File: src/sv/touch_frame_tx_queue_core_macros.svh
// ----------------------------------------------------------------------------
// Assertion macros for the touch frame transmit queue
// Shared shorthand for clocked assertions, reset-qualified on rst.
// ----------------------------------------------------------------------------
`ifndef TOUCH_FRAME_TX_QUEUE_CORE_MACROS_SVH
`define TOUCH_FRAME_TX_QUEUE_CORE_MACROS_SVH

// A property that must hold at every clock edge outside reset.
`define TFTQ_ASSERT(label, prop, msg) \
  label: assert property (@(posedge clk) disable iff (rst) prop) else $error(msg);

// When cond holds, prop must hold in the following cycle.
`define TFTQ_ASSERT_NEXT(label, cond, prop, msg) \
  label: assert property (@(posedge clk) disable iff (rst) cond |=> prop) else $error(msg);

`endif

File: src/sv/tftq_pkg.sv
// ----------------------------------------------------------------------------
// Touch frame transmit queue package
// Queue sizing, frame and word types, status codes and sequencer states.
// ----------------------------------------------------------------------------
`timescale 1ns / 1ps

package tftq_pkg;

  // Queue sizing.
  localparam int QUEUE_DEPTH = 8;
  localparam int SLOT_W      = $clog2(QUEUE_DEPTH);
  localparam int FILL_W      = $clog2(QUEUE_DEPTH + 1);

  // Reset value of the release attempt limit.
  localparam logic [3:0] LIMIT_RESET = 4'd4;

  // One stored frame.
  typedef struct packed {
    logic [7:0]  pad;
    logic [7:0]  contact;
    logic [15:0] x;
    logic [15:0] y;
    logic [7:0]  pressure;
    logic [7:0]  flags;
    logic [7:0]  seq;
    logic [15:0] stamp;
  } frame_t;

  localparam int FRAME_W = $bits(frame_t);

  // Input word.
  typedef struct packed {
    logic        mode;
    logic [7:0]  pad_id;
    logic [7:0]  contact_num;
    logic [15:0] pos_x;
    logic [15:0] pos_y;
    logic [7:0]  pressure;
    logic [7:0]  frame_flags;
    logic [7:0]  sequence_req;
    logic [15:0] stamp;
    logic        delivered;
  } in_t;

  // Result word.
  typedef struct packed {
    logic [2:0]  status;
    logic        head_valid;
    logic [7:0]  head_pad;
    logic [7:0]  head_contact;
    logic [15:0] head_x;
    logic [15:0] head_y;
    logic [7:0]  head_pressure;
    logic [7:0]  head_flags;
    logic [7:0]  head_sequence;
    logic [15:0] head_stamp;
    logic [3:0]  queue_fill;
  } out_t;

  // Input modes.
  localparam logic MODE_PUSH    = 1'b0;
  localparam logic MODE_OUTCOME = 1'b1;

  // Result status codes.
  localparam logic [2:0] STAT_QUEUED  = 3'd0;
  localparam logic [2:0] STAT_EVICTED = 3'd1;
  localparam logic [2:0] STAT_DROPPED = 3'd2;
  localparam logic [2:0] STAT_SENT    = 3'd3;
  localparam logic [2:0] STAT_RETRY   = 3'd4;
  localparam logic [2:0] STAT_FAILED  = 3'd5;
  localparam logic [2:0] STAT_EMPTY   = 3'd6;

  // Sequencer states.
  typedef enum logic [3:0] {
    S_IDLE,
    S_SCAN_RD,
    S_SCAN_CHK,
    S_MOVE_CHK,
    S_MOVE_RD,
    S_MOVE_WR,
    S_TAIL_WR,
    S_OUT_RD,
    S_OUT_CHK,
    S_HEAD_RD,
    S_DONE
  } state_t;

  // Physical slot of the entry at a given offset behind the head.
  function automatic logic [SLOT_W-1:0] slot_at(input logic [SLOT_W-1:0] head,
                                                input logic [SLOT_W-1:0] offset);
    logic [SLOT_W:0] sum;
    sum = {1'b0, head} + {1'b0, offset};
    if (sum >= (SLOT_W+1)'(QUEUE_DEPTH)) begin
      sum = sum - (SLOT_W+1)'(QUEUE_DEPTH);
    end
    return sum[SLOT_W-1:0];
  endfunction

  // Frame as it comes from a push word.
  function automatic frame_t frame_of(input in_t w);
    frame_t f;
    f.pad      = w.pad_id;
    f.contact  = w.contact_num;
    f.x        = w.pos_x;
    f.y        = w.pos_y;
    f.pressure = w.pressure;
    f.flags    = w.frame_flags;
    f.seq      = w.sequence_req;
    f.stamp    = w.stamp;
    return f;
  endfunction

endpackage

File: src/sv/tftq_ram.sv
// ----------------------------------------------------------------------------
// Generic single-port-write RAM
// One write port and one read port with registered read data.
// ----------------------------------------------------------------------------
`timescale 1ns / 1ps

module tftq_ram #(
  parameter int WIDTH = 8,
  parameter int DEPTH = 8
) (
  input  logic                     clk,
  input  logic                     we,
  input  logic [$clog2(DEPTH)-1:0] waddr,
  input  logic [WIDTH-1:0]         wdata,
  input  logic                     re,
  input  logic [$clog2(DEPTH)-1:0] raddr,
  output logic [WIDTH-1:0]         rdata
);

  logic [WIDTH-1:0] mem [DEPTH];

  // Write port and registered read port.
  always_ff @(posedge clk) begin
    if (we) begin
      mem[waddr] <= wdata;
    end
    if (re) begin
      rdata <= mem[raddr];
    end
  end

endmodule

File: src/sv/touch_frame_tx_queue_core.sv
// ----------------------------------------------------------------------------
// Touch frame transmit queue
// Ring queue of touch report frames with motion-frame eviction and retry.
// ----------------------------------------------------------------------------
// Each word is handled alone by a small sequencer around one frame RAM with a
// registered read port and one slot address adder, so the work per word is
// set by RAM accesses. A push into a queue with room writes the tail slot and
// reads the head; an outcome word reads and checks the head unless it is
// delivered or the queue is empty, then reads the new head. A push into a
// full queue first scans the entries behind the head, a read and a check
// each, until it finds a motion frame, then closes the gap with a read and
// a write per moved entry. The result sits in an output register, and a new
// word is taken as soon as the sequencer is back in idle. The frame RAM needs
// no clearing after reset, and the release attempt limit is taken only while the sequencer is idle.
`timescale 1ns / 1ps

module touch_frame_tx_queue_core (
  input  logic            clk,
  input  logic            rst,
  input  logic            in_valid,
  output logic            in_ready,
  input  tftq_pkg::in_t   in_data,
  output logic            out_valid,
  input  logic            out_ready,
  output tftq_pkg::out_t  out_data,
  input  logic            cfg_valid,
  output logic            cfg_ready,
  input  logic [3:0]      cfg_data
);

  `include "touch_frame_tx_queue_core_macros.svh"

  tftq_pkg::state_t                 state;
  tftq_pkg::state_t                 state_next;
  tftq_pkg::in_t                    item;
  logic [tftq_pkg::SLOT_W-1:0]      head_slot;
  logic [tftq_pkg::FILL_W-1:0]      fill_count;
  logic [3:0]                       attempts_spent;
  logic [3:0]                       attempt_limit;
  logic [tftq_pkg::SLOT_W-1:0]      idx;
  logic [2:0]                       status;

  logic                             in_fire;
  logic                             out_free;
  logic                             full;
  logic                             more_after;
  logic                             retry_ok;
  logic [tftq_pkg::FILL_W-1:0]      idx_inc;
  logic [tftq_pkg::SLOT_W-1:0]      offset;
  logic [tftq_pkg::SLOT_W-1:0]      slot;
  tftq_pkg::frame_t                 rd_frame;

  logic                             ram_we;
  logic                             ram_re;
  logic [tftq_pkg::FRAME_W-1:0]     ram_wdata;
  logic [tftq_pkg::FRAME_W-1:0]     ram_rdata;

  assign in_ready  = (state == tftq_pkg::S_IDLE);
  assign in_fire   = in_valid && in_ready;
  assign out_free  = !out_valid || out_ready;
  assign cfg_ready = (state == tftq_pkg::S_IDLE);

  // Queue status terms used by the sequencer.
  assign full       = (fill_count == tftq_pkg::FILL_W'(tftq_pkg::QUEUE_DEPTH));
  assign idx_inc    = tftq_pkg::FILL_W'(idx) + tftq_pkg::FILL_W'(1);
  assign more_after = (idx_inc < fill_count);
  assign rd_frame   = tftq_pkg::frame_t'(ram_rdata);
  assign retry_ok   = !rd_frame.flags[0] &&
                      (({1'b0, attempts_spent} + 5'd1) < {1'b0, attempt_limit});

  // Frame storage.
  tftq_ram #(
    .WIDTH (tftq_pkg::FRAME_W),
    .DEPTH (tftq_pkg::QUEUE_DEPTH)
  ) u_frame_ram (
    .clk   (clk),
    .we    (ram_we),
    .waddr (slot),
    .wdata (ram_wdata),
    .re    (ram_re),
    .raddr (slot),
    .rdata (ram_rdata)
  );

  // Next state.
  always_comb begin
    state_next = state;
    unique case (state)
      tftq_pkg::S_IDLE: begin
        if (in_fire) begin
          if (in_data.mode == tftq_pkg::MODE_PUSH) begin
            state_next = full ? tftq_pkg::S_SCAN_RD : tftq_pkg::S_TAIL_WR;
          end else if (fill_count == '0 || in_data.delivered) begin
            state_next = tftq_pkg::S_HEAD_RD;
          end else begin
            state_next = tftq_pkg::S_OUT_RD;
          end
        end
      end
      tftq_pkg::S_SCAN_RD: state_next = tftq_pkg::S_SCAN_CHK;
      tftq_pkg::S_SCAN_CHK: begin
        if (rd_frame.flags[0]) begin
          state_next = tftq_pkg::S_MOVE_CHK;
        end else if (more_after) begin
          state_next = tftq_pkg::S_SCAN_RD;
        end else begin
          state_next = tftq_pkg::S_HEAD_RD;
        end
      end
      tftq_pkg::S_MOVE_CHK: begin
        state_next = more_after ? tftq_pkg::S_MOVE_RD : tftq_pkg::S_TAIL_WR;
      end
      tftq_pkg::S_MOVE_RD: state_next = tftq_pkg::S_MOVE_WR;
      tftq_pkg::S_MOVE_WR: state_next = tftq_pkg::S_MOVE_CHK;
      tftq_pkg::S_TAIL_WR: state_next = tftq_pkg::S_HEAD_RD;
      tftq_pkg::S_OUT_RD:  state_next = tftq_pkg::S_OUT_CHK;
      tftq_pkg::S_OUT_CHK: state_next = tftq_pkg::S_HEAD_RD;
      tftq_pkg::S_HEAD_RD: state_next = tftq_pkg::S_DONE;
      tftq_pkg::S_DONE: begin
        if (out_free) begin
          state_next = tftq_pkg::S_IDLE;
        end
      end
      default: state_next = tftq_pkg::S_IDLE;
    endcase
  end

  // RAM controls and the offset fed to the shared slot adder.
  always_comb begin
    offset    = tftq_pkg::SLOT_W'(1);
    ram_we    = 1'b0;
    ram_re    = 1'b0;
    ram_wdata = tftq_pkg::frame_of(item);
    unique case (state)
      tftq_pkg::S_SCAN_RD: begin
        offset = idx;
        ram_re = 1'b1;
      end
      tftq_pkg::S_MOVE_RD: begin
        offset = idx_inc[tftq_pkg::SLOT_W-1:0];
        ram_re = 1'b1;
      end
      tftq_pkg::S_MOVE_WR: begin
        offset    = idx;
        ram_we    = 1'b1;
        ram_wdata = ram_rdata;
      end
      tftq_pkg::S_TAIL_WR: begin
        offset = fill_count[tftq_pkg::SLOT_W-1:0];
        ram_we = 1'b1;
      end
      tftq_pkg::S_OUT_RD, tftq_pkg::S_HEAD_RD: begin
        offset = '0;
        ram_re = 1'b1;
      end
      default: begin
        offset = tftq_pkg::SLOT_W'(1);
      end
    endcase
  end

  assign slot = tftq_pkg::slot_at(head_slot, offset);

  // Control state: sequencer, queue pointers, attempt count and limit.
  always_ff @(posedge clk) begin
    if (rst) begin
      state          <= tftq_pkg::S_IDLE;
      head_slot      <= '0;
      fill_count     <= '0;
      attempts_spent <= '0;
      attempt_limit  <= tftq_pkg::LIMIT_RESET;
      out_valid      <= 1'b0;
    end else begin
      state <= state_next;
      if (cfg_valid && cfg_ready) begin
        attempt_limit <= cfg_data;
      end
      // The result word appears when a word finishes and leaves once taken.
      if (state == tftq_pkg::S_DONE && out_free) begin
        out_valid <= 1'b1;
      end else if (out_ready) begin
        out_valid <= 1'b0;
      end
      unique case (state)
        tftq_pkg::S_IDLE: begin
          // A delivered head leaves at once.
          if (in_fire && in_data.mode == tftq_pkg::MODE_OUTCOME &&
              fill_count != '0 && in_data.delivered) begin
            head_slot      <= slot;
            fill_count     <= fill_count - tftq_pkg::FILL_W'(1);
            attempts_spent <= '0;
          end
        end
        tftq_pkg::S_MOVE_CHK: begin
          if (!more_after) begin
            fill_count <= fill_count - tftq_pkg::FILL_W'(1);
          end
        end
        tftq_pkg::S_TAIL_WR: begin
          fill_count <= fill_count + tftq_pkg::FILL_W'(1);
        end
        tftq_pkg::S_OUT_CHK: begin
          if (retry_ok) begin
            attempts_spent <= attempts_spent + 4'd1;
          end else begin
            head_slot      <= slot;
            fill_count     <= fill_count - tftq_pkg::FILL_W'(1);
            attempts_spent <= '0;
          end
        end
        default: ;
      endcase
    end
  end

  // Working registers: captured word, scan index, status and result.
  always_ff @(posedge clk) begin
    unique case (state)
      tftq_pkg::S_IDLE: begin
        if (in_fire) begin
          item <= in_data;
          idx  <= tftq_pkg::SLOT_W'(1);
          if (in_data.mode == tftq_pkg::MODE_PUSH) begin
            status <= tftq_pkg::STAT_QUEUED;
          end else if (fill_count == '0) begin
            status <= tftq_pkg::STAT_EMPTY;
          end else begin
            status <= tftq_pkg::STAT_SENT;
          end
        end
      end
      tftq_pkg::S_SCAN_CHK: begin
        if (rd_frame.flags[0]) begin
          status <= tftq_pkg::STAT_EVICTED;
        end else if (more_after) begin
          idx <= idx_inc[tftq_pkg::SLOT_W-1:0];
        end else begin
          status <= tftq_pkg::STAT_DROPPED;
        end
      end
      tftq_pkg::S_MOVE_WR: begin
        idx <= idx_inc[tftq_pkg::SLOT_W-1:0];
      end
      tftq_pkg::S_OUT_CHK: begin
        status <= retry_ok ? tftq_pkg::STAT_RETRY : tftq_pkg::STAT_FAILED;
      end
      tftq_pkg::S_DONE: begin
        if (out_free) begin
          out_data.status     <= status;
          out_data.head_valid <= (fill_count != '0);
          out_data.queue_fill <= 4'(fill_count);
          if (fill_count != '0) begin
            out_data.head_pad      <= rd_frame.pad;
            out_data.head_contact  <= rd_frame.contact;
            out_data.head_x        <= rd_frame.x;
            out_data.head_y        <= rd_frame.y;
            out_data.head_pressure <= rd_frame.pressure;
            out_data.head_flags    <= rd_frame.flags;
            out_data.head_sequence <= rd_frame.seq;
            out_data.head_stamp    <= rd_frame.stamp;
          end else begin
            out_data.head_pad      <= '0;
            out_data.head_contact  <= '0;
            out_data.head_x        <= '0;
            out_data.head_y        <= '0;
            out_data.head_pressure <= '0;
            out_data.head_flags    <= '0;
            out_data.head_sequence <= '0;
            out_data.head_stamp    <= '0;
          end
        end
      end
      default: begin
        idx <= idx;
      end
    endcase
  end

  // Checks on queue bookkeeping.
  `TFTQ_ASSERT(a_fill_bound, (fill_count <= tftq_pkg::FILL_W'(tftq_pkg::QUEUE_DEPTH)), "fill exceeds queue depth")
  `TFTQ_ASSERT(a_attempts_bound, (attempts_spent != 4'hF), "attempt count ran past any limit")
  `TFTQ_ASSERT_NEXT(a_word_starts, in_fire, (state != tftq_pkg::S_IDLE), "accepted word did not start")
  `TFTQ_ASSERT(a_head_matches_fill, (!out_valid || (out_data.head_valid == (out_data.queue_fill != 4'd0))), "head valid disagrees with fill")

endmodule
File: config.mk
export PLATFORM = sky130hd
export DESIGN_NAME = touch_frame_tx_queue_core
export DESIGN_NICKNAME = d
export VERILOG_FILES = /design/src/sv/tftq_pkg.sv /design/src/sv/tftq_ram.sv /design/src/sv/touch_frame_tx_queue_core.sv
export VERILOG_INCLUDE_DIRS = /design/src /design/src/sv
export SDC_FILE = /design/constraint.sdc
export NUM_CORES = 1
export LEC_CHECK = 0
export BUFFER_PORTS_ARGS = -buffer_cell sky130_fd_sc_hd__buf_4
export CAP_MARGIN = 20
export CORE_ASPECT_RATIO = 1.2
export CORE_MARGIN = 5
export CORE_UTILIZATION = 55
export CTS_CLUSTER_DIAMETER = 120
export CTS_CLUSTER_SIZE = 10
export DETAILED_ROUTE_END_ITERATION = 10
export GPL_TIMING_DRIVEN = 0
export HOLD_SLACK_MARGIN = 0.02
export PLACE_DENSITY_LB_ADDON = 0.15
export SLEW_MARGIN = 20
export SYNTH_ARGS = -nofsm -noshare
export SYNTH_HDL_FRONTEND = slang
export SYNTH_SLANG_ARGS = --single-unit
File: constraint.sdc
create_clock -name clk -period 12.2 [get_ports clk]
set_clock_uncertainty 0.1 [all_clocks]
set_input_delay 1.83 -clock clk [delete_from_list [all_inputs] [get_ports clk]]
set_output_delay 1.83 -clock clk [all_outputs]
set_load 0.02 [all_outputs]
==> run summary <==
The critical path in this run is classified as register to register. The share of synthesized registers carrying an async set or reset was 0%. The final weighted congestion of routability-driven global placement was 0.829; the number of cells after detailed placement was 3271.

The die outline height came out at 301 um. For this run, the post-layout net count is 2581. The die covers 0.0762 mm2. Headroom to the max-slew limit came out at 23.9%.

Before CTS, the worst setup slack after placement is 5.77 ns. The library cells used most frequently in the layout, excluding fill and tap cells, are sky130_fd_sc_hd__edfxtp_1 (982), sky130_fd_sc_hd__nand2_1 (278), sky130_fd_sc_hd__buf_4 (260). STA classifies the critical path startpoint as a register. Detailed placement ended at an HPWL of 58300 um. For the via count of the first global-routing pass, the log shows 21309.

The floorplan has 106 rows. In this run the worst hold path is classified as register to register. The most common library cell in the layout ignoring fill and taps is sky130_fd_sc_hd__edfxtp_1. The total overflow left after global routing is 0. The first global-routing pass estimated 132000 um of wire. CTS placed an instance of sky130_fd_sc_hd__clkbuf_16 at the clock tree root.

Synthesis produced 2053 cells. The category of the worst setup path capture point was a register. The tools report the maximum clock insertion buffer count as 3.

The first detailed-routing pass took 6 iterations. The largest fanout of any net on the critical path was 10; the number of buffers inserted during clock tree synthesis was 110. The number of buffer cells added on primary ports is 196.

During synthesis, Yosys emitted a total of 0 warnings. The path depth of the worst reg2reg path was 15. The post-detailed-routing wire length was 87600 um; the flop and latch count out of synthesis was 1002.

Vias after detailed routing: 20202. Terminus of the critical flop-to-flop path: u_frame_ram.mem[2][38]. The worst register-to-register path has a setup slack of 5.69 ns. STA puts the critical path data required time at 12.46 ns. The flow ran to the end, and the final reports show no timing, DRC or antenna violations. The synthesized design spends more area on one cell type than any other, namely sky130_fd_sc_hd__edfxtp_1.

The area growth from synthesis to layout works out to 17.6%. In the post-route analysis, the smallest setup slack over all paths is 5.69 ns. In the routed layout, each cell is associated on average with a via count of 5.94. The horizontal die dimension is 253 um, and the number of enable-type register cells in the synthesized netlist is 982.

The tools report the synthesized netlist net count as 2167. Once layout is complete, the cells apart from fillers number 3399. Dividing the final minimum period by the clock period gives 53.3%. The count of final setup violators came out at 0.

For this design, the sink count on the clock tree is 1002. The number of hold violations in the final report was 0; the storage element area was 0.0299 mm2. The leakage power figure is 15.8 nW. The number of pins exceeding their max-slew limit in the final report was 0. The run gives 6.76 ns as the worst path arrival time.

For this configuration, the core starts out at a cell density of 55.7%. The fraction of final layout cells with drive strength greater than 1 works out to 29.4%. The number of setup buffers added after CTS is 0. The run gives 1 as the number of antenna violations at the first check in global routing. The worst register-to-register path begins at state[0]. The number of cells on the worst hold path works out to 0. The logs give 4674 for the number of inserted filler cells in the final layout and 64 for the distinct cell type count after synthesis. TritonCTS built the clock tree. The area share of the leading cell type in the synthesized netlist was 75.8%; the post-cts resize count was 0. The tools report the highest achievable clock rate as 0.154 GHz. The area of the multi-input gates came out at 0.00860 mm2. Startpoint of the lowest-slack hold path: status[2]. After synthesis, the mean cell area works out to 19.0 um2. In this run the power density over the cells is 270 mW/mm2.

Setup repair after global routing left no endpoint under its margin. The H-tree generated during clock tree synthesis spans 3 levels. The routed design could run at a clock period as short as 6.51 ns.

The number of DRC violations after detailed-routing iteration 0 is 2066, and the final setup TNS is 0 ns. After clock tree synthesis, the clock-pin slew on the worst setup and hold paths is 0.06 ns. The fraction of the yosys area taken by sequential cells was 76.8%. Hold is met by 0.321 ns. The dominant synthesized flop cell was sky130_fd_sc_hd__edfxtp_1. The total area inside the core boundary comes to 0.0699 mm2. Summing every instance area after synthesis gives 0.0389 mm2.

VDD sags by at most 0.000248 V. Entering global routing, the biggest net connects 49 pins. 198 I/O pins were placed. For hold timing, the worst endpoint is out_data[95]. Clock latency on the worst-skew pair, taken at its later pin, is 0.67 ns. The number of diodes added for antenna fixing came out at 0. The transition time at the pin with the least slew margin is 1.13 ns. By area the synthesized netlist is led by sky130_fd_sc_hd__edfxtp_1 (76%), sky130_fd_sc_hd__mux4_2 (9.0%), sky130_fd_sc_hd__mux2_2 (3.0%), sky130_fd_sc_hd__nand2_1 (2.7%), sky130_fd_sc_hd__and2_1 (1.4%). The routed length per placed instance was 25.8 um. The count of hold buffers inserted by post-cts repair was 0. After detailed routing, the number of remaining DRC violations is 0. Total routing resource utilization after global routing: 23.0%. The tool flagged a number of max-cap violations equal to 0.

The number of nets with antenna violations after routing is 0.
==> how the worst max path moves through the flow <==
stage / cells after the start / end / from / slack (ns)
after floorplan: 14 / u_frame_ram.mem[3][0] / state[3] / 1.98
after global placement: 14 / u_frame_ram.mem[2][35] / state[3] / -6.32
after detailed placement: 18 / u_frame_ram.mem[2][35] / state[3] / 5.77
after CTS: 18 / u_frame_ram.mem[2][34] / state[3] / 5.73
after global routing: 15 / u_frame_ram.mem[2][30] / state[0] / 5.44
final: 15 / u_frame_ram.mem[2][38] / state[0] / 5.69
==> sequential cells by signal, indices dropped and copies added, names as in the netlist <==
name,count
out_data,96
status,3
attempts_spent,4
idx,3
head_slot,3
fill_count,4
state,4
attempt_limit,4
item,88
u_frame_ram.rdata,88
u_frame_ram.mem,704
out_valid,1
==> synth_stat cells, types with 3 or more instances <==
| library cell | instances |
|---|---|
| sky130_fd_sc_hd__nand2_1 | 278 |
| sky130_fd_sc_hd__mux2i_1 | 45 |
| sky130_fd_sc_hd__nand3_1 | 36 |
| sky130_fd_sc_hd__xnor2_1 | 4 |
| sky130_fd_sc_hd__ha_1 | 13 |
| sky130_fd_sc_hd__a21boi_0 | 3 |
| sky130_fd_sc_hd__nor3_1 | 9 |
| sky130_fd_sc_hd__mux2_4 | 7 |
| sky130_fd_sc_hd__clkbuf_1 | 75 |
| sky130_fd_sc_hd__a22oi_1 | 3 |
| sky130_fd_sc_hd__dfxtp_1 | 20 |
| sky130_fd_sc_hd__mux2_2 | 102 |
| sky130_fd_sc_hd__a21o_1 | 4 |
| sky130_fd_sc_hd__xor2_1 | 3 |
| sky130_fd_sc_hd__a21oi_1 | 15 |
| sky130_fd_sc_hd__and3_1 | 4 |
| sky130_fd_sc_hd__nor2b_1 | 4 |
| sky130_fd_sc_hd__o211ai_1 | 24 |
| sky130_fd_sc_hd__o21ai_0 | 20 |
| sky130_fd_sc_hd__buf_1 | 11 |
| sky130_fd_sc_hd__a222oi_1 | 21 |
| sky130_fd_sc_hd__edfxtp_1 | 982 |
| sky130_fd_sc_hd__a31oi_1 | 3 |
| sky130_fd_sc_hd__buf_2 | 19 |
| sky130_fd_sc_hd__mux4_2 | 155 |
| sky130_fd_sc_hd__and2_1 | 90 |
| sky130_fd_sc_hd__inv_1 | 13 |
| sky130_fd_sc_hd__nor2_1 | 40 |
==> per-layer routing <==
layer  up-vias  GRT usage, %  wire length (um)
met5         -             0                 0
met4         0          6.07              1890
met3       133          3.85              5270
met2       719          38.4             44400
met1     10468          32.3             36100
li1       8882             -                 -
==> cells by family (layout without fill, tap and decap cells) <==
kind of cell | count (synthesis) | after routing | synth area share [%]
DFF | 1002 | 1002 | 76.8
and+or+nand+nor | 484 | 484 | 5.72
muxes | 309 | 309 | 13.3
buffers and inverters | 123 | 551 | 1.30
AOI/OAI and AO/OA | 113 | 113 | 2.17
adders and majority gates | 15 | 15 | 0.521
xor gates and xnor gates | 7 | 7 | 0.157
==> critical path: stages (launching register included) <==
cell and delay [ns]:
sky130_fd_sc_hd__dfxtp_1 0.44, sky130_fd_sc_hd__clkbuf_1 0.40, sky130_fd_sc_hd__clkbuf_1 0.40, sky130_fd_sc_hd__a22o_1 0.20, sky130_fd_sc_hd__o21ai_0 0.12, sky130_fd_sc_hd__ha_1 0.24
sky130_fd_sc_hd__fa_1 0.51, sky130_fd_sc_hd__clkbuf_1 0.27, sky130_fd_sc_hd__clkbuf_1 0.67, sky130_fd_sc_hd__buf_1 0.55, sky130_fd_sc_hd__clkbuf_1 0.55, sky130_fd_sc_hd__nor3b_2 0.80
sky130_fd_sc_hd__buf_4 0.34, sky130_fd_sc_hd__buf_6 0.18, sky130_fd_sc_hd__buf_4 0.20, sky130_fd_sc_hd__buf_4 0.21
==> report_power, final <==
part	switching [W]	internal (W)	total, W
Combinational	0.00254	0.00212	0.00466
Clock	0.00120	0.00163	0.00283
Sequential	0.000189	0.00469	0.00488
Total	0.00393	0.00843	0.0124
==> through the flow <==
step                util, %  power (W)  instance area, um2
floorplan                 -    0.00817               38900
global route           65.5     0.0130               45800
CTS                    65.4     0.0125               45700
global placement       59.4    0.00954               41500
detailed placement     61.3    0.00964               42800
finish                 65.5     0.0124               45800
==> layout make-up <==
type | count | area share (%)
plain buffers | 109 | 1.00
repair buffers | 302 | 5.92
inverters | 14 | 0.115
clock buffers | 122 | 6.25
clock inverters | 4 | 0.101
multi-input cells | 928 | 18.8
flip-flops and latches | 1002 | 65.3
well taps | 918 | 2.51
Power figures use the tool's default switching activity.
